### config.mk
export PLATFORM = sky130hd
export DESIGN_NAME = rte_cell
export DESIGN_NICKNAME = d
export VERILOG_FILES = /design/src/rtl/rte_pkg.sv /design/src/rtl/rte_cell.sv
export SDC_FILE = /design/constraint.sdc
export NUM_CORES = 1
export LEC_CHECK = 0
export ABC_AREA = 1
export BUFFER_PORTS_ARGS = -buffer_cell sky130_fd_sc_hd__buf_2
export CORE_ASPECT_RATIO = 1.25
export CORE_MARGIN = 4
export CORE_UTILIZATION = 49
export DETAILED_ROUTE_END_ITERATION = 10
export PLACE_DENSITY = 0.89
export SLEW_MARGIN = 0
export SYNTH_ARGS = -nofsm -noshare
export SYNTH_HDL_FRONTEND = slang
export SYNTH_SLANG_ARGS = --single-unit
export TNS_END_PERCENT = 100
### constraint.sdc
create_clock -name aclk -period 8.1 [get_ports aclk]
set_clock_uncertainty 0.05 [all_clocks]
set_input_delay 0.405 -clock aclk [delete_from_list [all_inputs] [get_ports aclk]]
set_output_delay 0.405 -clock aclk [all_outputs]
set_load 0.05 [all_outputs]
### src/rtl/rte_pkg.sv
// Package for the relation table engine: entry and query types, command and
// status codes, and the default table depth. No dependencies.
package rte_pkg;

    localparam int TABLE_DEPTH_DEF = 64;

    localparam int IN_DATA_W  = 80;
    localparam int OUT_DATA_W = 16;
    localparam int OTYPE_W    = 15;
    localparam int FIDX_W     = 6;
    localparam int FCNT_W     = 7;

    localparam logic [2:0] CMD_APPEND = 3'd0;
    localparam logic [2:0] CMD_DELETE = 3'd1;
    localparam logic [2:0] CMD_FIND   = 3'd2;
    localparam logic [2:0] CMD_NEXT   = 3'd3;
    localparam logic [2:0] CMD_PREV   = 3'd4;

    localparam logic [1:0] STATUS_OK        = 2'd0;
    localparam logic [1:0] STATUS_FULL      = 2'd1;
    localparam logic [1:0] STATUS_BAD_INDEX = 2'd2;

    typedef struct packed {
        logic [15:0] rel_type;
        logic [15:0] rel_id;
        logic [15:0] unit_type;
        logic [15:0] unit_id;
    } rte_entry_t;

    typedef struct packed {
        logic [2:0]  cmd;
        logic [15:0] rel_type;
        logic [15:0] rel_id;
        logic [15:0] unit_type;
        logic [15:0] unit_id;
        logic [7:0]  position;
    } rte_query_t;

    typedef struct packed {
        logic append;
        logic remove;
        logic eval;
    } rte_cell_ctrl_t;

endpackage

### src/rtl/rte_cell.sv
// One table cell: holds a single entry, takes its upper neighbor's entry on a
// delete, and registers its own match flag for a find or search.
// Depends on rte_pkg.
module rte_cell import rte_pkg::*; #(
    parameter int TABLE_DEPTH = TABLE_DEPTH_DEF,
    parameter int CELL_INDEX  = 0
) (
    input  logic                               aclk,
    input  rte_cell_ctrl_t                     ctrl,
    input  rte_query_t                         query,
    input  logic [OTYPE_W-1:0]                 outgoing_type,
    input  logic [$clog2(TABLE_DEPTH+1)-1:0]   count,
    input  rte_entry_t                         next_entry,
    output rte_entry_t                         entry,
    output logic                               hit
);

    localparam int CNT_W = $clog2(TABLE_DEPTH + 1);
    localparam int CMP_W = (CNT_W + 1 > 8) ? CNT_W + 1 : 8;

    rte_entry_t entry_reg;
    logic       hit_reg;
    logic       hit_next;

    logic signed [CMP_W-1:0] idx_s;
    logic signed [CMP_W-1:0] pos_s;
    logic signed [16:0]      stored_s;
    logic signed [16:0]      mag_s;
    logic signed [16:0]      query_s;
    logic signed [16:0]      in_type_s;
    logic                    valid;
    logic                    tuple_eq;

    assign idx_s     = CMP_W'(CELL_INDEX);
    assign pos_s     = CMP_W'($signed(query.position));
    assign valid     = CNT_W'(CELL_INDEX) < count;
    assign stored_s  = 17'($signed(entry_reg.rel_type));
    assign mag_s     = stored_s[16] ? -stored_s : stored_s;
    assign query_s   = 17'($signed(query.rel_type));
    assign in_type_s = -$signed({2'b00, outgoing_type});
    assign tuple_eq  = (query_s == mag_s) && (query.rel_id == entry_reg.rel_id) &&
                       (query.unit_type == entry_reg.unit_type) &&
                       (query.unit_id == entry_reg.unit_id);

    always_comb begin
        hit_next = 1'b0;
        unique case (query.cmd)
            CMD_FIND: hit_next = valid && tuple_eq;
            CMD_NEXT: hit_next = valid && (idx_s > pos_s) &&
                                 (entry_reg.rel_type == {1'b0, outgoing_type});
            CMD_PREV: hit_next = valid && (idx_s < pos_s) && (stored_s == in_type_s);
            default:  hit_next = 1'b0;
        endcase
    end

    always_ff @(posedge aclk) begin
        if (ctrl.append && (count == CNT_W'(CELL_INDEX))) begin
            entry_reg <= '{rel_type:  query.rel_type,
                           rel_id:    query.rel_id,
                           unit_type: query.unit_type,
                           unit_id:   query.unit_id};
        end else if (ctrl.remove && (idx_s >= pos_s)) begin
            entry_reg <= next_entry;
        end
        if (ctrl.eval) begin
            hit_reg <= hit_next;
        end
    end

    assign entry = entry_reg;
    assign hit   = hit_reg;

endmodule

**Word level (Yosys, flattened, before mapping)**

Index checks and enable logic that the tools add are counted.

- Word-level logic and storage cells: 36
- Register bits: 65

- Equality and inequality tests: 9
- Magnitude comparators: 4
- Reductions and logical operators: 12
- Add/subtract/negate cells: 2
- Mux-type cells: 4

Operators by type and width:

| cell | count |
|---|---|
| 2-to-1 mux 64 bit | 2 |
| == test 16 bit | 3 |
| == test 16 x 17 -> 1 bit | 2 |
| 2-to-1 mux 17 bit | 1 |
| negation 15 -> 17 bit | 1 |
| negation 16 -> 17 bit | 1 |
| == test 16 x 15 -> 1 bit | 1 |
| logical AND 1 bit | 10 |
| greater-or-equal comparator 1 x 8 -> 1 bit, first input constant | 1 |
| > comparator 1 x 8 -> 1 bit, first input constant | 1 |
| < comparator 1 x 8 -> 1 bit, first input constant | 1 |
| zero test 7 bit | 1 |
| < comparator 1 x 7 -> 1 bit, first input constant | 1 |
| == test 3 x 2 -> 1 bit, second input constant | 2 |
| == test 3 bit, second input constant | 1 |
| one-hot mux 1 bit (3 select lines) | 1 |
| nonzero test 2 bit | 1 |

**Depth between registers and ports, before layout**

- Word-level depth: 8
- Mapped depth: 16
- Depth with buffers taken out: 16

**Least setup slack after synthesis**

No wires, ideal clock.

- Path kind: in2reg
- From: input query[7] (netlist bit)
- To: register entry_reg (netlist bit entry[0]), enable pin
- Slack: 2.033 ns
- Data arrival time: 5.442 ns
- Stages: 4
- Library setup time: 0.574 ns
- Buffers on the path: 0
- Cells stage by stage: nor4_1 nand2_1 ha_1 o21ai_0

- Cells in the longest elaborated chain, start to end: 3

RTL lines:

| item | line | RTL |
|---|---|---|
| from (decl) | rte_cell.sv:10 | `input rte_query_t query,` |
| greater-or-equal comparator 1 x 8 -> 1 bit | rte_cell.sv:62 | `end else if (ctrl.remove && (idx_s >= pos_s)) begin` |
| logical AND 1 bit | rte_cell.sv:62 |  |
| nonzero test 2 bit (no line) | n/a |  |
| to (signal assigned) | rte_cell.sv:58 | `entry_reg <= '{rel_type: query.rel_type,` |
| to (signal assigned) | rte_cell.sv:63 | `entry_reg <= next_entry;` |
| to (decl) | rte_cell.sv:21 | `rte_entry_t entry_reg;` |

No other way between the ends.
A chain may end at the register's enable or synchronous reset.

**Final worst setup path**

- From: input count[5]
- To: register entry_reg (netlist bit entry[58]), enable pin

- Cells in the longest elaborated chain, start to end: 3

RTL lines:

| item | line | RTL |
|---|---|---|
| from (decl) | rte_cell.sv:12 | `input logic [$clog2(TABLE_DEPTH+1)-1:0] count,` |
| zero test 7 bit | rte_cell.sv:57 | `if (ctrl.append && (count == CNT_W'(CELL_INDEX))) begin` |
| logical AND 1 bit | rte_cell.sv:57 |  |
| nonzero test 2 bit (no line) | n/a |  |

No other way between the ends.

==> impl_metrics.json <==
{
  "reg2reg_from": "entry[63]",
  "drt_iter0_drc": 353,
  "seq_area_frac_synth_pct": 37.72,
  "yosys_warnings": 0,
  "drv_cap": 0,
  "num_rows": 41,
  "reg2reg_depth": 14,
  "cts.clk_slew.worst_paths_ns": 0.06,
  "grt_overflow": 0,
  "wl_per_cell_um": 13.79,
  "cp.required_ns": 8.01,
  "hp-class": "in -> reg",
  "min_path_cells": 1,
  "ant_nets": 0,
  "crit-reg2reg-capture": "hit",
  "ys.flop_type": "edfxtp_1",
  "ir_drop_mv": 0.1075,
  "timing.hold.ws_ns": 0.2273,
  "multi_input_area_mm2": 0.002621,
  "synth_cells": 783,
  "worst_slew_pin_slew_ns": 1.066,
  "synth.cell_area_mm2": 0.005175,
  "finalSetupTns_ns": 0,
  "antenna_found_initial": 1,
  "dr_total_vias": 5695,
  "grt_pass1_vias": 5438,
  "post-place-ws_ns": 5.305,
  "clk_latency_ns": 0.33,
  "synth_top_area_share_pct": 37.72,
  "fin_crit_sh_pct": 29.76,
  "crit_buf_inv": 3,
  "crit_arrival_ns": 2.32,
  "hpwl_um": 12670,
  "hold_path.startpoint": "ctrl[0]",
  "synth_top_family_by_area": "simple AND/OR/NAND/NOR gates",
  "crit_chain": "buf_2 -> nor2_1 -> nand2_1 -> nor4_4 -> nand2_4 -> buf_4 -> o21ai_4 -> buf_4",
  "rsz0062_at_grt": "false",
  "vias_per_cell": 4.978,
  "rrSetupSlack_ns": 5.87,
  "critPathMaxStageDelay_ns": 0.67,
  "total_power_mw": 1.106,
  "crit_path_max_fanout": 119,
  "cts_hold_buf": 0,
  "crit_family": "buffers and inverters",
  "fin_crit_ns": 2.410,
  "regArea_mm2": 0.001952,
  "ctsResizeCount": 0,
  "io_buffers": 229,
  "fmax_mhz": 414.9,
  "cp-start-kind": "input port",
  "end_kind": "flop",
  "syn_nets": 952,
  "holdPathEnd": "hit",
  "synth_mux_area_share_pct": 2.176,
  "nNetsFinal": 1178,
  "start_util_pct": 50.69,
  "nFillCells": 899,
  "synth.area.top_cells": "edfxtp_1, nand2_1, inv_1",
  "synthSimpleGateAreaFrac_pct": 35.08,
  "cts_sinks": 65,
  "finish.instance_area_mm2": 0.006734,
  "synth.most_common_cell": "nand2_1",
  "stdcell_count": 1144,
  "hold_viol": 0,
  "syn_avg_cell_area_um2": 6.609,
  "maxSlewHeadroom_pct": 28.93,
  "drt-pass1-iter-count": 7,
  "die_x_um": 99.92,
  "synth_edf_count": 65,
  "numCtsBuffers": 9,
  "grt_pass1_wl_um": 24370,
  "core_mm2": 0.01021,
  "status": "finished, final reports clean",
  "setup_viol": 0,
  "power.leakage_nw": 3.782,
  "fp.dieH_um": 122.9,
  "grt_usage_pct": 25.44,
  "dp.cells": 1127,
  "h-tree-depth": 3,
  "async_flop_share_pct": 0,
  "synth_top_area_cell": "edfxtp_1",
  "route.detailed.drc": 0,
  "ys_types": 32,
  "place.gp.congestion": 0.9290,
  "slew_viol_final": 0,
  "setup_slack_ns": 5.690,
  "placed_cell_area_mm2": 0.006436,
  "crit_path_start": "count[5]",
  "wl_um": 15770,
  "worstSetupPathType": "in -> reg",
  "synth_xor_area_share_pct": 4.570,
  "crit_top_cell": "buf_4",
  "synth_compound_area_share_pct": 7.495,
  "post_cts_buffers": 0,
  "ys_seq_elements": 65,
  "clockBufferDepth": 2,
  "cp_slowest_cell": "buf_4",
  "yosys.area_share.adder_pct": 0.9671,
  "final_layout_size_suffix_gt1_share_pct": 27.32,
  "area_growth_pct": 30.13,
  "largest_reg_flops": 64,
  "synth_common_cells": "nand2_1, inv_1, nor2_1",
  "grt_start_max_net_pins": 120,
  "cts_tree": "done",
  "power_density_mw_per_mm2": 164.2,
  "cts_root_buf": "clkbuf_16",
  "die-area_mm2": 0.01228,
  "utilization_pct": 65.96,
  "ios": 230
}
per-layer routing:
metal | vias to the layer above | track usage [%] | routed length [um]
li1 | 2881 | - | -
met1 | 2508 | 27.48 | 5641
met2 | 262 | 46.66 | 8051
met3 | 44 | 5.756 | 1458
met4 | 0 | 12.04 | 620
met5 | - | 0 | 0
where the power goes:
group	internal, mW	switching (mW)
Sequential	0.399	0.0262
Clock	0.238	0.151
Combinational	0.0952	0.197
layout by cell type, fill, tap and decap left out:
cell and instances:
nand2_4 1, xor2_1 18, diode_2 1, buf_2 229, edfxtp_1 65, nor3_2 1, inv_1 140, or2_2 3
inv_2 4, xnor2_1 9, mux2_1 1, nor3_1 2, nand2_2 3, nor4_1 5, clkbuf_16 9, nand2_1 296
nand4_2 1, a211oi_1 1, a21o_1 1, nand3b_1 2, nor2_4 4, clkinv_2 3, ha_1 4, bufinv_16 1
o21ai_4 1, nand3_1 31, nor2_1 84, clkinvlp_4 1, o21ai_1 3, o21ai_0 65, buf_4 2, nor2_2 1
nor4_4 1, nand4_1 5, clkinv_4 1, inv_6 1, mux2_2 9, a21oi_1 4, nand3_2 1, a22oi_1 1
worst reg2reg max path, delay by kind of cell, from the launching register on:
family,cells,cell delay (ns)
and+or+nand+nor,13,0.98
DFF,1,0.89
buffers and inverters,1,0.19
cells by family after synthesis:
group           Yosys count
compound gates           76
fa+ha+maj                 4
mux                      10
buf+inv                 160
simple gates            441
xor+xnor                 27
flops                    65
how the worst max path moves through the flow:
stage / to / slack, ns / cells past startpoint
floorplan: entry[0] / 2.03 / 4
global placement: entry[4] / 5.37 / 8
detailed placement: entry[25] / 5.30 / 8
CTS: entry[32] / 5.66 / 8
global route: entry[62] / 5.53 / 8
finish: entry[58] / 5.69 / 8
area by class of cell:
class / count / area share (%)
multi-input cells: 558 / 38.93
flip-flops and latches: 65 / 28.99
repair buffers: 231 / 17.24
inverters: 144 / 8.027
clock buffers: 9 / 3.344
well taps: 129 / 2.397
clock inverters: 7 / 1.041
diodes: 1 / 0.03716
No activity file was read; power rests on OpenSTA's default activity.
